[src/pfa_pkg.sv]
// ----------------------------------------------------------------------------
// pfa_pkg
// Shared types and codes for the page frame allocator: command and status
// codes, the request, result and internal work item structs.
// ----------------------------------------------------------------------------
`default_nettype none

package pfa_pkg;

  // command codes on the request port
  localparam logic [1:0] CMD_ALLOC = 2'd0;
  localparam logic [1:0] CMD_FREE  = 2'd1;
  localparam logic [1:0] CMD_READ  = 2'd2;

  // result status codes
  localparam logic [1:0] ST_OK       = 2'd0;
  localparam logic [1:0] ST_NOFRAMES = 2'd1;
  localparam logic [1:0] ST_HELD     = 2'd2;

  // frames examined per cycle by the lowest-free search
  localparam int SCAN_W = 16;

  // queue depths
  localparam int CQ_DEPTH = 2;
  localparam int RQ_DEPTH = 4;

  typedef enum logic [1:0] {
    OP_ALLOC,
    OP_FREE,
    OP_READ
  } op_t;

  typedef struct packed {
    logic [1:0] cmd;
    logic [3:0] proc_id;
    logic [3:0] page_count;
    logic [2:0] page_index;
  } req_t;

  typedef struct packed {
    logic [1:0] status;
    logic [3:0] frame;
    logic       frame_valid;
    logic [4:0] free_left;
    logic       last;
  } rsp_t;

  // classified command as handed from the front end to the engine
  typedef struct packed {
    op_t        op;
    logic [3:0] pid;
    logic [3:0] count;
    logic       count_over;
    logic [2:0] index;
    logic       index_ok;
  } work_t;

endpackage

`default_nettype wire

[src/pfa_fifo.sv]
// ----------------------------------------------------------------------------
// pfa_fifo
// Small synchronous queue with full/empty flags, used between the front end
// and the engine and for the result stream.
// ----------------------------------------------------------------------------
`default_nettype none

module pfa_fifo #(
  parameter int W     = 8,
  parameter int DEPTH = 2
) (
  input  logic         clk,
  input  logic         rst,
  input  logic         push,
  output logic         full,
  input  logic [W-1:0] wdata,
  input  logic         pop,
  output logic         empty,
  output logic [W-1:0] rdata
);

  localparam int PTR_W = (DEPTH > 1) ? $clog2(DEPTH) : 1;
  localparam int CNT_W = $clog2(DEPTH + 1);

  logic [W-1:0]     slots [DEPTH];
  logic [PTR_W-1:0] wr_ptr;
  logic [PTR_W-1:0] rd_ptr;
  logic [CNT_W-1:0] count;
  logic             do_push;
  logic             do_pop;

  function automatic logic [PTR_W-1:0] bump(input logic [PTR_W-1:0] p);
    return (p == PTR_W'(DEPTH - 1)) ? '0 : p + 1'b1;
  endfunction

  assign full    = (count == CNT_W'(DEPTH));
  assign empty   = (count == '0);
  assign do_push = push && !full;
  assign do_pop  = pop && !empty;
  assign rdata   = slots[rd_ptr];

  always_ff @(posedge clk) begin
    if (do_push) begin
      slots[wr_ptr] <= wdata;
    end
  end

  always_ff @(posedge clk) begin
    if (rst) begin
      wr_ptr <= '0;
      rd_ptr <= '0;
      count  <= '0;
    end else begin
      if (do_push) begin
        wr_ptr <= bump(wr_ptr);
      end
      if (do_pop) begin
        rd_ptr <= bump(rd_ptr);
      end
      case ({do_push, do_pop})
        2'b10:   count <= count + 1'b1;
        2'b01:   count <= count - 1'b1;
        default: count <= count;
      endcase
    end
  end

endmodule

`default_nettype wire

[src/pfa_front.sv]
// ----------------------------------------------------------------------------
// pfa_front
// Request front end: decodes the command, folds the process id into range,
// pre-checks page count and index, and queues the work item for the engine.
// ----------------------------------------------------------------------------
`default_nettype none

module pfa_front #(
  parameter int MAX_PROCS      = 16,
  parameter int PAGES_PER_PROC = 8
) (
  input  logic           clk,
  input  logic           rst,
  input  logic           push,
  output logic           full,
  input  pfa_pkg::req_t  req,
  input  logic           wk_pop,
  output logic           wk_empty,
  output pfa_pkg::work_t wk
);

  pfa_pkg::work_t wk_in;
  logic           cmd_known;
  logic           q_full;

  // process id modulo MAX_PROCS, as a sixteen-entry constant table
  function automatic logic [3:0] wrap_pid(input logic [3:0] p);
    logic [3:0] r;
    r = '0;
    for (int v = 0; v < 16; v++) begin
      if (p == 4'(v)) begin
        r = 4'(v % MAX_PROCS);
      end
    end
    return r;
  endfunction

  always_comb begin
    wk_in            = '0;
    cmd_known        = 1'b1;
    wk_in.pid        = wrap_pid(req.proc_id);
    wk_in.count      = req.page_count;
    wk_in.count_over = int'(req.page_count) > PAGES_PER_PROC;
    wk_in.index      = req.page_index;
    wk_in.index_ok   = int'(req.page_index) < PAGES_PER_PROC;
    unique case (req.cmd)
      pfa_pkg::CMD_ALLOC: wk_in.op = pfa_pkg::OP_ALLOC;
      pfa_pkg::CMD_FREE:  wk_in.op = pfa_pkg::OP_FREE;
      pfa_pkg::CMD_READ:  wk_in.op = pfa_pkg::OP_READ;
      default: begin
        // unused code: taken and dropped
        wk_in.op  = pfa_pkg::OP_READ;
        cmd_known = 1'b0;
      end
    endcase
  end

  assign full = q_full;

  pfa_fifo #(
    .W     ($bits(pfa_pkg::work_t)),
    .DEPTH (pfa_pkg::CQ_DEPTH)
  ) u_cmd_q (
    .clk   (clk),
    .rst   (rst),
    .push  (push && cmd_known),
    .full  (q_full),
    .wdata (wk_in),
    .pop   (wk_pop),
    .empty (wk_empty),
    .rdata (wk)
  );

endmodule

`default_nettype wire

[src/pfa_back.sv]
// ----------------------------------------------------------------------------
// pfa_back
// Allocation engine: holds the free-frame bitmap, free count, per-process page
// counts and the page table memory, and carries out one command at a time.
// ----------------------------------------------------------------------------
`default_nettype none

module pfa_back #(
  parameter int NUM_FRAMES     = 16,
  parameter int MAX_PROCS      = 16,
  parameter int PAGES_PER_PROC = 8
) (
  input  logic           clk,
  input  logic           rst,
  input  logic           wk_empty,
  input  pfa_pkg::work_t wk,
  output logic           wk_pop,
  input  logic           res_full,
  output logic           res_push,
  output pfa_pkg::rsp_t  res
);

  localparam int FIDX_W  = $clog2(NUM_FRAMES);
  localparam int FT_W    = $clog2(NUM_FRAMES + 1);
  localparam int PIDX_W  = (MAX_PROCS > 1) ? $clog2(MAX_PROCS) : 1;
  localparam int CNT_W   = $clog2(PAGES_PER_PROC + 1);
  localparam int PG_W    = (PAGES_PER_PROC > 1) ? $clog2(PAGES_PER_PROC) : 1;
  localparam int ENTRIES = MAX_PROCS * PAGES_PER_PROC;
  localparam int AW      = (ENTRIES > 1) ? $clog2(ENTRIES) : 1;
  localparam int NCH     = (NUM_FRAMES + pfa_pkg::SCAN_W - 1) / pfa_pkg::SCAN_W;
  localparam int CH_W    = (NCH > 1) ? $clog2(NCH) : 1;
  localparam int ENC_W   = $clog2(pfa_pkg::SCAN_W);

  typedef enum logic [2:0] {
    S_IDLE,
    S_EXEC,
    S_ALLOC,
    S_FREE_RD,
    S_FREE_REL,
    S_FREE_DONE
  } state_t;

  state_t         state;
  pfa_pkg::work_t cur;
  logic [CNT_W-1:0] cur_held;
  logic [CNT_W-1:0] page;
  logic [CH_W-1:0]  chunk;

  logic [NUM_FRAMES-1:0] free_map;
  logic [FT_W-1:0]       free_total;

  // page counts per process; an entry reads as zero until held_vld is set
  logic [CNT_W-1:0]     held_mem [MAX_PROCS];
  logic [MAX_PROCS-1:0] held_vld;
  logic [CNT_W-1:0]     held_rd;
  logic                 held_rd_vld;

  // page table: entry (pid, i) is mapped exactly when i < page count of pid
  logic [FIDX_W-1:0] frame_mem [ENTRIES];
  logic [FIDX_W-1:0] frame_rd;
  logic [AW-1:0]     fm_raddr;
  logic              fm_ren;
  logic [AW-1:0]     fm_waddr;

  logic [PIDX_W-1:0] wk_pidx;
  logic [PIDX_W-1:0] cur_pidx;
  logic [CNT_W-1:0]  held_now;
  logic              alloc_go;
  logic              alloc_last;
  logic              take;

  logic [NCH*pfa_pkg::SCAN_W-1:0] map_pad;
  logic [pfa_pkg::SCAN_W-1:0]     chunk_bits;
  logic                           chunk_any;
  logic [ENC_W-1:0]               enc;
  logic [FIDX_W-1:0]              pick_frame;

  function automatic logic [AW-1:0] entry_addr(input logic [3:0] pid,
                                               input logic [PG_W-1:0] pg);
    return AW'(int'(pid) * PAGES_PER_PROC + int'(pg));
  endfunction

  assign wk_pidx  = PIDX_W'(wk.pid);
  assign cur_pidx = PIDX_W'(cur.pid);
  assign held_now = held_rd_vld ? held_rd : '0;

  // lowest free frame within the current group of frames
  always_comb begin
    map_pad                 = '0;
    map_pad[NUM_FRAMES-1:0] = free_map;
    chunk_bits = map_pad[int'(chunk) * pfa_pkg::SCAN_W +: pfa_pkg::SCAN_W];
    chunk_any  = |chunk_bits;
    enc        = '0;
    for (int b = pfa_pkg::SCAN_W - 1; b >= 0; b--) begin
      if (chunk_bits[b]) begin
        enc = ENC_W'(b);
      end
    end
    pick_frame = FIDX_W'(int'(chunk) * pfa_pkg::SCAN_W + int'(enc));
  end

  assign alloc_go = (held_now == '0) && !cur.count_over &&
                    (int'(cur.count) <= int'(free_total)) && (cur.count != '0);
  assign alloc_last = (int'(page) + 1 == int'(cur.count));
  assign take       = (state == S_ALLOC) && chunk_any && !res_full;

  // page table address and read enable
  always_comb begin
    fm_ren   = 1'b0;
    fm_raddr = '0;
    if (state == S_IDLE) begin
      fm_ren   = 1'b1;
      fm_raddr = entry_addr(wk.pid, wk.index_ok ? PG_W'(wk.index) : '0);
    end else if (state == S_FREE_RD) begin
      fm_ren   = 1'b1;
      fm_raddr = entry_addr(cur.pid, PG_W'(page));
    end
    fm_waddr = entry_addr(cur.pid, PG_W'(page));
  end

  // result and queue handshakes
  always_comb begin
    wk_pop          = 1'b0;
    res_push        = 1'b0;
    res             = '0;
    res.status      = pfa_pkg::ST_OK;
    res.free_left   = 5'(free_total);
    res.last        = 1'b1;
    unique case (state)
      S_IDLE: wk_pop = !wk_empty;
      S_EXEC: begin
        if (!res_full) begin
          unique case (cur.op)
            pfa_pkg::OP_READ: begin
              res_push = 1'b1;
              if (cur.index_ok && (int'(cur.index) < int'(held_now))) begin
                res.frame       = 4'(frame_rd);
                res.frame_valid = 1'b1;
              end
            end
            pfa_pkg::OP_ALLOC: begin
              res_push = !alloc_go;
              if (held_now != '0) begin
                res.status = pfa_pkg::ST_HELD;
              end else if (cur.count_over || (int'(cur.count) > int'(free_total))) begin
                res.status = pfa_pkg::ST_NOFRAMES;
              end
            end
            pfa_pkg::OP_FREE: res_push = (held_now == '0);
            default: res_push = 1'b0;
          endcase
        end
      end
      S_ALLOC: begin
        res_push        = take;
        res.frame       = 4'(pick_frame);
        res.frame_valid = 1'b1;
        res.free_left   = 5'(free_total - 1'b1);
        res.last        = alloc_last;
      end
      S_FREE_DONE: res_push = !res_full;
      default: res_push = 1'b0;
    endcase
  end

  always_ff @(posedge clk) begin
    if (fm_ren) begin
      frame_rd <= frame_mem[fm_raddr];
    end
    if (take) begin
      frame_mem[fm_waddr] <= pick_frame;
    end
  end

  always_ff @(posedge clk) begin
    if (state == S_IDLE) begin
      held_rd     <= held_mem[wk_pidx];
      held_rd_vld <= held_vld[wk_pidx];
    end
    if (take && alloc_last) begin
      held_mem[cur_pidx] <= CNT_W'(cur.count);
    end
  end

  always_ff @(posedge clk) begin
    if (rst) begin
      state      <= S_IDLE;
      free_map   <= '1;
      free_total <= FT_W'(NUM_FRAMES);
      held_vld   <= '0;
      page       <= '0;
      chunk      <= '0;
    end else begin
      unique case (state)
        S_IDLE: begin
          if (!wk_empty) begin
            cur   <= wk;
            state <= S_EXEC;
          end
        end
        S_EXEC: begin
          if (!res_full) begin
            cur_held <= held_now;
            page     <= '0;
            chunk    <= '0;
            if (cur.op == pfa_pkg::OP_ALLOC && alloc_go) begin
              state <= S_ALLOC;
            end else if (cur.op == pfa_pkg::OP_FREE && held_now != '0) begin
              state <= S_FREE_RD;
            end else begin
              state <= S_IDLE;
            end
          end
        end
        S_ALLOC: begin
          if (!chunk_any) begin
            if (int'(chunk) < NCH - 1) begin
              chunk <= chunk + 1'b1;
            end
          end else if (!res_full) begin
            free_map[pick_frame] <= 1'b0;
            free_total           <= free_total - 1'b1;
            page                 <= page + 1'b1;
            if (alloc_last) begin
              held_vld[cur_pidx] <= 1'b1;
              state              <= S_IDLE;
            end
          end
        end
        S_FREE_RD: state <= S_FREE_REL;
        S_FREE_REL: begin
          free_map[frame_rd] <= 1'b1;
          free_total         <= free_total + 1'b1;
          page               <= page + 1'b1;
          if (int'(page) + 1 == int'(cur_held)) begin
            state <= S_FREE_DONE;
          end else begin
            state <= S_FREE_RD;
          end
        end
        S_FREE_DONE: begin
          if (!res_full) begin
            held_vld[cur_pidx] <= 1'b0;
            state              <= S_IDLE;
          end
        end
        default: state <= S_IDLE;
      endcase
    end
  end

  a_total_bound: assert property (@(posedge clk) disable iff (rst)
    int'(free_total) <= NUM_FRAMES)
    else $error("free count above number of frames");

  a_total_matches_map: assert property (@(posedge clk) disable iff (rst)
    $countones(free_map) == int'(free_total))
    else $error("free count out of step with bitmap");

  a_take_is_free: assert property (@(posedge clk) disable iff (rst)
    take |-> free_map[pick_frame])
    else $error("allocated a frame that is not free");

  a_release_is_used: assert property (@(posedge clk) disable iff (rst)
    (state == S_FREE_REL) |-> !free_map[frame_rd])
    else $error("released a frame that was already free");

  a_result_space: assert property (@(posedge clk) disable iff (rst)
    res_push |-> !res_full)
    else $error("result pushed into a full queue");

endmodule

`default_nettype wire

[src/page_frame_allocator_top.sv]
// ----------------------------------------------------------------------------
// page_frame_allocator_top
// First-fit page frame allocator. Requests are pushed into a two-entry
// command queue and executed one at a time by the engine; results leave
// through a four-entry queue, so either side may stall. Allocate of N pages
// gives one result per page, each page getting the lowest free frame.
// Read, refused or zero-page allocate, and free of an empty process give a
// single result from the execute state; allocate of N pages takes one frame
// per page, the frame search stepping over each fully used group of 16
// frames; free of a process holding H pages reads and releases its frames
// one after another, as the page table memory has a single read port.
// Command code 3 is accepted and dropped. No start-up pass after reset.
// ----------------------------------------------------------------------------
`default_nettype none

module page_frame_allocator_top #(
  parameter int NUM_FRAMES     = 16,
  parameter int MAX_PROCS      = 16,
  parameter int PAGES_PER_PROC = 8
) (
  input  logic          clk,
  input  logic          rst,
  input  logic          push,
  output logic          full,
  input  pfa_pkg::req_t req,
  output logic          empty,
  input  logic          pop,
  output pfa_pkg::rsp_t rsp
);

  pfa_pkg::work_t wk;
  logic           wk_empty;
  logic           wk_pop;
  pfa_pkg::rsp_t  res;
  logic           res_push;
  logic           res_full;

  pfa_front #(
    .MAX_PROCS      (MAX_PROCS),
    .PAGES_PER_PROC (PAGES_PER_PROC)
  ) u_front (
    .clk      (clk),
    .rst      (rst),
    .push     (push),
    .full     (full),
    .req      (req),
    .wk_pop   (wk_pop),
    .wk_empty (wk_empty),
    .wk       (wk)
  );

  pfa_back #(
    .NUM_FRAMES     (NUM_FRAMES),
    .MAX_PROCS      (MAX_PROCS),
    .PAGES_PER_PROC (PAGES_PER_PROC)
  ) u_back (
    .clk      (clk),
    .rst      (rst),
    .wk_empty (wk_empty),
    .wk       (wk),
    .wk_pop   (wk_pop),
    .res_full (res_full),
    .res_push (res_push),
    .res      (res)
  );

  pfa_fifo #(
    .W     ($bits(pfa_pkg::rsp_t)),
    .DEPTH (pfa_pkg::RQ_DEPTH)
  ) u_res_q (
    .clk   (clk),
    .rst   (rst),
    .push  (res_push),
    .full  (res_full),
    .wdata (res),
    .pop   (pop),
    .empty (empty),
    .rdata (rsp)
  );

endmodule

`default_nettype wire
[config.mk]
export PLATFORM = sky130hd
export DESIGN_NAME = page_frame_allocator_top
export DESIGN_NICKNAME = d
export VERILOG_FILES = /design/src/pfa_pkg.sv /design/src/pfa_fifo.sv /design/src/pfa_front.sv /design/src/pfa_back.sv /design/src/page_frame_allocator_top.sv
export SDC_FILE = /design/constraint.sdc
export NUM_CORES = 1
export LEC_CHECK = 0
export BUFFER_PORTS_ARGS = -buffer_cell sky130_fd_sc_hd__buf_2
export CELL_PAD_IN_SITES_DETAIL_PLACEMENT = 0
export CELL_PAD_IN_SITES_GLOBAL_PLACEMENT = 2
export CORE_UTILIZATION = 45
export DETAILED_ROUTE_END_ITERATION = 8
export PLACE_DENSITY_LB_ADDON = 0.1
export SYNTH_ARGS = -nofsm -noshare
export SYNTH_HDL_FRONTEND = slang
export SYNTH_SLANG_ARGS = --single-unit
[constraint.sdc]
create_clock -name clk -period 8.2 [get_ports clk]
set_clock_uncertainty 0.05 [all_clocks]
set_input_delay 0.82 -clock clk [delete_from_list [all_inputs] [get_ports clk]]
set_output_delay 0.82 -clock clk [all_outputs]
set_load 0.02 [all_outputs]
==> results.cfg, run 1 <==
[clock_network]
clk_latency_ps = 620
clk_path_buf_depth = 3
clock-sinks = 741
clkTransAtPathRegs_ps = 70
ctsResizeCount = 0
htree_levels = 3
cts_made_buffers = 80
hold_buffers = 0
postCtsSetupBuffers = 0
root_buffer = clkbuf_16
cts_tree = done

[power]
p_sw_share_pct = 32.7
sequentialPowerShare_pct = 40.8
power_frac_comb_pct = 26.0
ir_drop_uv = 226
internal_power_mw = 7.30
clock_power_share_pct = 33.3
fin_total_pwr_mw = 10.8
switching_power_mw = 3.54
p_leak_nw = 11.6
power_density_mw_per_mm2 = 315

[logic_synthesis]
yosys_warnings = 0
synthesis.instances = 2384
synth_fp_nets = 2418
ys_async_sr_fraction_pct = 0
yosys-top-cells-area = edfxtp_1, nand2_1, dfxtp_1
synth_area_per_cell_sq_um = 12.9
ys_seq_area_share_pct = 70.2
synth_cell_types = 79
synth_area_leader_cell = edfxtp_1
synth_top_area_share_pct = 66.4
synth.cell_area_sq_mm = 0.0309
synth_edf_count = 683
ys_ff_latch = 741
ys.flop_type = edfxtp_1

[grt]
grt_max_degree = 133
antenna_found_initial = 0
track_usage_pct = 23.6
grt_pass1_vias = 18788
grt_pass1_wl_mm = 123
grt_remaining_overflow = 0

[timing]
finalCriticalPeriod_ps = 5000
tightest_slew_ps = 1190
timing.hold.ws_ps = 348
setup_viol = 0
setup_tns_ps = 0
period_share_pct = 60.9
rsz0062_at_grt = no
hold_viol_final = 0
slew_violations = 0
relSlewSlack_pct = 20.7
max_freq_mhz = 200

[setup_path]
start_kind = register
cp_max_fo = 23
required_ps = 8520
path_class = register to register
end_kind = register
worstPathArrival_ps = 5320
r2r_slack_ps = 3200

[routing]
wl_per_cell_um = 24.7
vias = 19397
drtAntennaViolNets = 0
drt-vias-per-instance = 5.83
drc = 0
drt_iter0_drc = 1838
firstDrtPassIters = 5
drt_wl_total_mm = 82.1

[cells_and_area]
final_cell_area_sq_mm = 0.0344
syn2layout_area_growth_pct = 11.4
layout-drive-gt1-share_pct = 10.0
nets = 2423
insertedDiodeCount = 0

[placement]
place_area_sq_mm = 0.0318
hpwl_mm = 50.0
gp_congestion = 0.798
io_buffers = 31

[floorplanning]
die_w_um = 264
dieArea_sq_mm = 0.0697
start_util_pct = 45.7
io_pins = 32
coreArea_sq_mm = 0.0675
row_count = 95
fp.dieH_um = 264

[min_path]
min_path_type = input pin to register

[run]
cap_violations = 0

[status]
status = complete, no violations
==> registers in the layout (all words and copies together) (netlist names), 4 cells and up, named ones only <==
register,flops
u_back.free_total,5
u_back.frame_rd,4
u_back.held_mem,64
u_back.cur_held,4
u_back.cur_pidx,4
u_back.cur,10
u_back.held_rd,4
u_front.u_cmd_q.slots,28
u_back.frame_mem,512
u_back.page,4
u_back.free_map,16
u_res_q.slots,52
==> layout by cell type, fill, tap and decap left out, types with 12 or more instances in the layout <==
cell and instances:
mux2i_1 62, nor2_1 202, nand2_1 468, a311oi_1 40
nor2b_1 35, mux4_2 13, o31ai_1 18, clkbuf_1 18
edfxtp_1 683, xor2_1 12, and3_1 53, o21ai_0 41
dfxtp_1 58, nor3_1 17, mux2_2 13, a32oi_1 20
nand3_1 96, a211oi_1 17, clkinv_1 13, buf_4 40
clkbuf_16 81, ha_1 16, buf_2 31, a31oi_1 36
clkinv_2 15, a221oi_1 16, inv_1 28, a21oi_1 112
==> power groups by stage <==
stage	clock network [mW]	registers, mW	logic [mW]
after CTS	3.66	4.42	2.82
after detailed placement	0	4.50	2.81
after global placement	0	4.50	2.80
final	3.61	4.42	2.81
after global routing	3.80	4.44	3.05
after floorplan	0	4.42	1.97
==> layout make-up <==
cell class	instances	area (sq um)
Timing Repair Buffer	72	475
Sequential cell	741	21700
Multi-Input combinational cell	1464	8430
Inverter	30	114
Clock inverter	46	493
Clock buffer	100	2110
Tap cell	873	1090
Fill cell	5899	33100
==> layer usage <==
layer  up-vias  track usage [%]  part of all wire, %
met5         -                0                    0
met4         0             5.67                  1.6
met3        94             3.43                  5.6
met2       561             35.6                   45
met1      9827             36.0                   47
li1       8915                -                    -
==> worst paths after layout <==
path	start	end	depth (start not counted)
worst max-delay path	register	u_back.frame_rd[3]	9
worst min-delay path	req[9]	u_front.u_cmd_q.slots[0][10]	1
worst max register to register	register	u_back.frame_rd[3]	9
worst min register to register	u_front.u_cmd_q.count[1]	u_front.u_cmd_q.count[1]	2
==> per-stage QoR <==
step	instances	utilization (%)	setup slack (ps)
finish	3326	50.9	3200
CTS	3326	50.9	3110
global placement	3180	47.1	3240
global route	3326	50.9	2830
floorplan	2384	-	884
detailed placement	3180	47.1	3100
==> Yosys cell counts (10+ instances only) <==
cell and count:
buf_4 10, and3_1 53, a211oi_1 17, xor2_1 12, nand2b_1 10, inv_1 29
nand4_1 10, o31ai_1 18, nor2_1 202, nand2_1 469, buf_1 13, mux4_2 13
nor3_1 20, nor4_1 11, a31oi_1 36, ha_1 16, edfxtp_1 683, xnor2_1 11
buf_2 58, nand3_1 96, a311oi_1 40, a221oi_1 16, dfxtp_1 58, clkbuf_1 58
o21ai_0 41, mux2_2 13, nor2b_1 35, a21oi_1 112, mux2i_1 63, a32oi_1 20
==> critical path, cell delays in order, from the launching register on <==
cell	delay [ps]
dfxtp_1	910
mux2i_1	520
inv_1	260
o21ai_0	230
o21a_1	920
a31oi_1	190
and3_1	260
a2111oi_0	900
a31oi_1	250
and3_1	250
==> logic make-up (layout without fill, tap and decap cells) <==
logic type      count (synthesis)  count (layout)  share of synthesized area, %
compound gates                390             390                          8.73
xor+xnor                       23              23                         0.652
fa+ha+maj                      17              17                         0.713
buf+inv                       179             248                          2.74
flops                         741             741                          70.2
mux                            92              92                          3.64
simple gates                  942             942                          13.3
No activity file was read; power rests on OpenSTA's default activity.
==> run 2: changes to the inputs <==
--- a/config.mk
+++ b/config.mk
@@ -8,7 +8,7 @@
 export BUFFER_PORTS_ARGS = -buffer_cell sky130_fd_sc_hd__buf_2
 export CELL_PAD_IN_SITES_DETAIL_PLACEMENT = 0
 export CELL_PAD_IN_SITES_GLOBAL_PLACEMENT = 2
-export CORE_UTILIZATION = 45
+export CORE_UTILIZATION = 41
 export DETAILED_ROUTE_END_ITERATION = 8
 export PLACE_DENSITY_LB_ADDON = 0.1
 export SYNTH_ARGS = -nofsm -noshare
==> constraint.sdc (replaced) <==
create_clock -name clk -period 4.2 [get_ports clk]
set_clock_uncertainty 0.05 [all_clocks]
set_input_delay 0.42 -clock clk [delete_from_list [all_inputs] [get_ports clk]]
set_output_delay 0.42 -clock clk [all_outputs]
set_load 0.02 [all_outputs]
==> results.cfg, run 2 (same netlist as run 1, synthesis figures left out) <==
[floorplanning]
dieArea_sq_mm = 0.0764
io_pins = 32
die_w_um = 276
row_count = 100
coreArea_sq_mm = 0.0744
fp.dieH_um = 276
start_util_pct = 41.5

[routing]
drc = 0
drtAntennaViolNets = 0
vias = 19574
wl_per_cell_um = 24.9
drt_iter0_drc = 1751
drt_wl_total_mm = 86.6
drt-vias-per-instance = 5.63
firstDrtPassIters = 6

[clock_network]
root_buffer = clkbuf_16
clock-sinks = 741
cts_made_buffers = 81
clk_path_buf_depth = 3
htree_levels = 3
cts_tree = done
clk_latency_ps = 620
clkTransAtPathRegs_ps = 60

[grt]
track_usage_pct = 22.4
grt_pass1_wl_mm = 128
grt_pass1_vias = 19145
antenna_found_initial = 2
grt_max_degree = 132
grt_remaining_overflow = 0

[setup_path]
path_cells = mux2i_1 > o21ai_4 > nand3_1 > a311oi_1 > a2111oi_2 > a31oi_1 > and3_1
start_kind = register
r2r_cells = 7
required_ps = 4640
rr_endpoint = u_back.frame_rd[1]
path_class = register to register
crit_path_top_delay_cell = a311oi_1
slowest_delay_ps = 730
r2r_slack_ps = 440
cp_top_family = compound AO/OA/AOI/OAI gates
end_kind = register
worstPathArrival_ps = 4200
cp_max_fo = 26
path_buf_inv = 0

[cells_and_area]
reg_top3 = u_back.frame_mem: 512 flops, u_back.held_mem: 64 flops, u_res_q.slots: 52 flops
layout-drive-gt1-share_pct = 11.7
regMostFlops = u_back.frame_mem
syn2layout_area_growth_pct = 13.4
largest_reg_flops = 512
final_cell_mix = edfxtp_1, nand2_1, nor2_1
final_common_cell = edfxtp_1
final_cells = 3477
final_cell_area_sq_mm = 0.0350
insertedDiodeCount = 0
fin_util_pct = 47.0
num-fill-cells = 6659
nets = 2474

[power]
power_frac_comb_pct = 27.4
switching_power_mw = 7.10
p_sw_share_pct = 33.1
ir_drop_uv = 383
power_density_mw_per_mm2 = 613
sequentialPowerShare_pct = 40.1
p_leak_nw = 11.9
internal_power_mw = 14.4
fin_total_pwr_mw = 21.5
clock_power_share_pct = 32.5

[timing]
setup_viol = 0
period_share_pct = 89.5
timing.hold.ws_ps = 174
tightest_slew_ps = 1260
setup_tns_ps = 0
slew_violations = 0
rsz0062_at_grt = no
hold_viol_final = 0
relSlewSlack_pct = 15.6
max_freq_mhz = 266
setup_slack_ps = 441
finalCriticalPeriod_ps = 3760

[placement]
gp_congestion = 0.899
io_buffers = 31
dp_cells = 3314
preCtsSetupSlack_ps = 465
hpwl_mm = 54.5
place_area_sq_mm = 0.0323

[run]
cap_violations = 0

[min_path]
min_path_type = input pin to register
hold_depth = 4
hold_end = u_front.u_cmd_q.wr_ptr
hold_start = push

[status]
status = complete, no violations
-- run 2: changes by cell type in the layout (fill, tap and decap cells not counted), moves of 2 or more --
| cell | previous run | this run |
|---|---|---|
| clkinvlp_4 | 4 | 0 |
| dlygate4sd3_1 | 0 | 12 |
| nor3_2 | 3 | 1 |
| buf_4 | 40 | 72 |
| buf_12 | 1 | 7 |
| clkbuf_1 | 18 | 16 |
| inv_6 | 4 | 2 |
| clkbuf_16 | 81 | 85 |
| clkinv_1 | 13 | 11 |
| nor3_4 | 0 | 2 |
| clkinv_2 | 15 | 29 |
| bufinv_16 | 10 | 6 |
-- run 2: cell type report --
type	count	area, sq um	area share (%)
Tap cell	969	1210	3.46
Sequential cell	741	21700	61.9
Clock inverter	49	397	1.13
Clock buffer	102	2200	6.29
Inverter	30	114	0.325
Multi-Input combinational cell	1464	8450	24.1
Timing Repair Buffer	122	956	2.73
-- run 2: worst max-delay path by stage --
stage,from,end,slack (ps),cells past startpoint
floorplan,u_back.free_map[14],u_back.free_map[14],420,8
global route,register,u_back.frame_rd[1],250,7
global placement,register,u_back.frame_rd[1],470,7
finish,register,u_back.frame_rd[1],440,7
detailed placement,register,u_back.frame_rd[1],460,7
CTS,register,u_back.frame_rd[1],440,7
-- run 2: repair_timing --
item / 4_1_cts / 5_1_grt
hold buffers: 12 / 0
hold endpoints to repair: 24 / 0
buffers inserted: 0 / 0
gates resized for setup: 0 / 0
-- run 2: power by group through the flow --
stage	Combinational [mW]	Sequential, mW	Clock [mW]
after floorplan	3.85	8.63	0
after global placement	5.86	8.75	0
after detailed placement	5.86	8.76	0
after CTS	5.90	8.60	7.12
after global routing	6.36	8.62	7.36
final	5.88	8.61	6.98
-- run 2: layer usage --
layer  wire length [um]  global-route usage (%)  part of all wire (%)
met2              39300                    34.4                    45
met3               4650                    3.08                   5.4
met1              41000                    33.4                    47
met4               1690                    6.19                   1.9
met5                  0                       0                     0
-- run 2: tightest hold or removal path, cell delays in order --
cell and delay [ps]:
buf_2 90, nand2_1 130, xnor2_1 80, nor2_1 70
==> run 3: changes to the inputs <==
--- a/config.mk
+++ b/config.mk
@@ -11,6 +11,7 @@
 export CORE_UTILIZATION = 41
 export DETAILED_ROUTE_END_ITERATION = 8
 export PLACE_DENSITY_LB_ADDON = 0.1
+export REMOVE_ABC_BUFFERS = 1
 export SYNTH_ARGS = -nofsm -noshare
 export SYNTH_HDL_FRONTEND = slang
 export SYNTH_SLANG_ARGS = --single-unit
==> results.cfg, run 3 (same netlist as run 1, synthesis figures left out) <==
[status]
status = complete, no violations

[routing]
drt_wl_total_mm = 84.7
vias = 19349
drtAntennaViolNets = 0
firstDrtPassIters = 5
drt_iter0_drc = 1452
drc = 0
wl_per_cell_um = 24.5
drt-vias-per-instance = 5.59

[setup_path]
crit_path_top_delay_cell = a21o_4
path_class = register to register
end_kind = register
required_ps = 4540
slowest_delay_ps = 830
path_cells = or3_4 > inv_2 > a21o_4 > buf_4 > mux2i_1 > a221oi_1 > nor3_1 > nand4_1 > and4_1
r2r_slack_ps = 310
worstPathArrival_ps = 4230
cp_max_fo = 76
r2r-start = u_back.state[0]
start_kind = register
rr_endpoint = u_back.frame_rd[2]
r2r_cells = 9

[min_path]
hold_end = u_front.u_cmd_q.slots[1][12]
min_path_type = input pin to register
hold_start = req[11]
hold_depth = 2

[timing]
setup_viol = 0
max_freq_mhz = 257
period_share_pct = 92.6
timing.hold.ws_ps = 108
hold_viol_final = 0
finalCriticalPeriod_ps = 3890
tightest_slew_ps = 1220
rsz0062_at_grt = no
slew_violations = 0
relSlewSlack_pct = 18.5

[clock_network]
root_buffer = clkbuf_16
ctsResizeCount = 0
htree_levels = 3
cts_made_buffers = 82
clk_latency_ps = 630
cts_tree = done
clk_path_buf_depth = 3
clock-sinks = 741
clkTransAtPathRegs_ps = 60

[grt]
antenna_found_initial = 1
grt_pass1_wl_mm = 127
grt_max_degree = 132
track_usage_pct = 22.2
grt_pass1_vias = 19261
grt_remaining_overflow = 0

[floorplanning]
row_count = 100
io_pins = 32
dieArea_sq_mm = 0.0764
fp.dieH_um = 276
coreArea_sq_mm = 0.0744
die_w_um = 276
start_util_pct = 41.5

[cells_and_area]
layout-drive-gt1-share_pct = 11.1
final_cell_mix = edfxtp_1, nand2_1, nor2_1
final_common_cell = edfxtp_1
syn2layout_area_growth_pct = 13.0
nets = 2469
final_cell_area_sq_mm = 0.0349
insertedDiodeCount = 0
largest_reg_flops = 512
regMostFlops = u_back.frame_mem
reg_top3 = u_back.frame_mem: 512 flops, u_back.held_mem: 64 flops, u_res_q.slots: 52 flops

[placement]
place_area_sq_mm = 0.0323
gp_congestion = 0.805
io_buffers = 31
hpwl_mm = 53.5

[power]
p_leak_nw = 11.8
ir_drop_uv = 397
sequentialPowerShare_pct = 40.8
p_sw_share_pct = 32.7
power_density_mw_per_mm2 = 606
power_frac_comb_pct = 27.0
switching_power_mw = 6.91
clock_power_share_pct = 32.2
internal_power_mw = 14.2

[run]
cap_violations = 0
run 3: layout make-up:
cell class	count	area [sq um]
inverter	30	114
sequential	741	21700
fill	6618	39600
clock inverter	36	300
timing repair buffer	116	948
clock buffer	104	2210
multi-input combinational	1464	8430
tap	969	1210
run 3: per-layer routing:
layer  share of wire [%]  track usage (%)
met3                 3.9             2.91
met5                   0                0
met4                 2.0             5.21
met1                  45             30.8
met2                  49             37.2
run 3: worst max path at each step:
stage | startpoint | end | slack [ps]
detailed placement | u_back.state[0] | u_back.frame_rd[2] | 300
CTS | u_back.state[0] | u_back.frame_rd[2] | 300
floorplan | u_back.free_map[14] | u_back.free_map[14] | -3120
finish | u_back.state[0] | u_back.frame_rd[2] | 310
global route | u_back.state[0] | u_back.frame_rd[2] | 140
global placement | u_back.state[0] | u_back.frame_rd[1] | 350
run 3: repair_timing:
action,4_1_cts,5_1_grt
hold buffers,12,0
setup buffers,0,0
endpoints found under the hold margin,24,0
run 3: power groups by stage:
stage               Clock [mW]  Sequential [mW]  Combinational [mW]
global placement             0             8.77                5.74
CTS                       6.94             8.62                5.78
floorplan                    0             8.70                3.60
global route              7.21             8.65                6.21
finish                    6.80             8.62                5.71
detailed placement           0             8.77                5.75
run 3: per-stage QoR:
step / worst slack (ps) / util (%) / power, mW / setup TNS [ps] / cells
floorplan: -3120 / - / 12.3 / -821230 / 2235
global placement: 354 / 43.3 / 14.5 / 0 / 3308
detailed placement: 297 / 43.3 / 14.5 / 0 / 3308
CTS: 296 / 46.9 / 21.3 / 0 / 3460
global route: 144 / 46.9 / 22.1 / 0 / 3460
finish: 311 / 46.9 / 21.1 / 0 / 3460
run 3: critical path, delay by kind of cell, from the launching register on:
family | cells | cell delay, ps
muxes | 1 | 240
buffers and inverters | 2 | 770
and+or+nand+nor | 4 | 1100
AOI/OAI and AO/OA | 2 | 940
DFF | 1 | 420
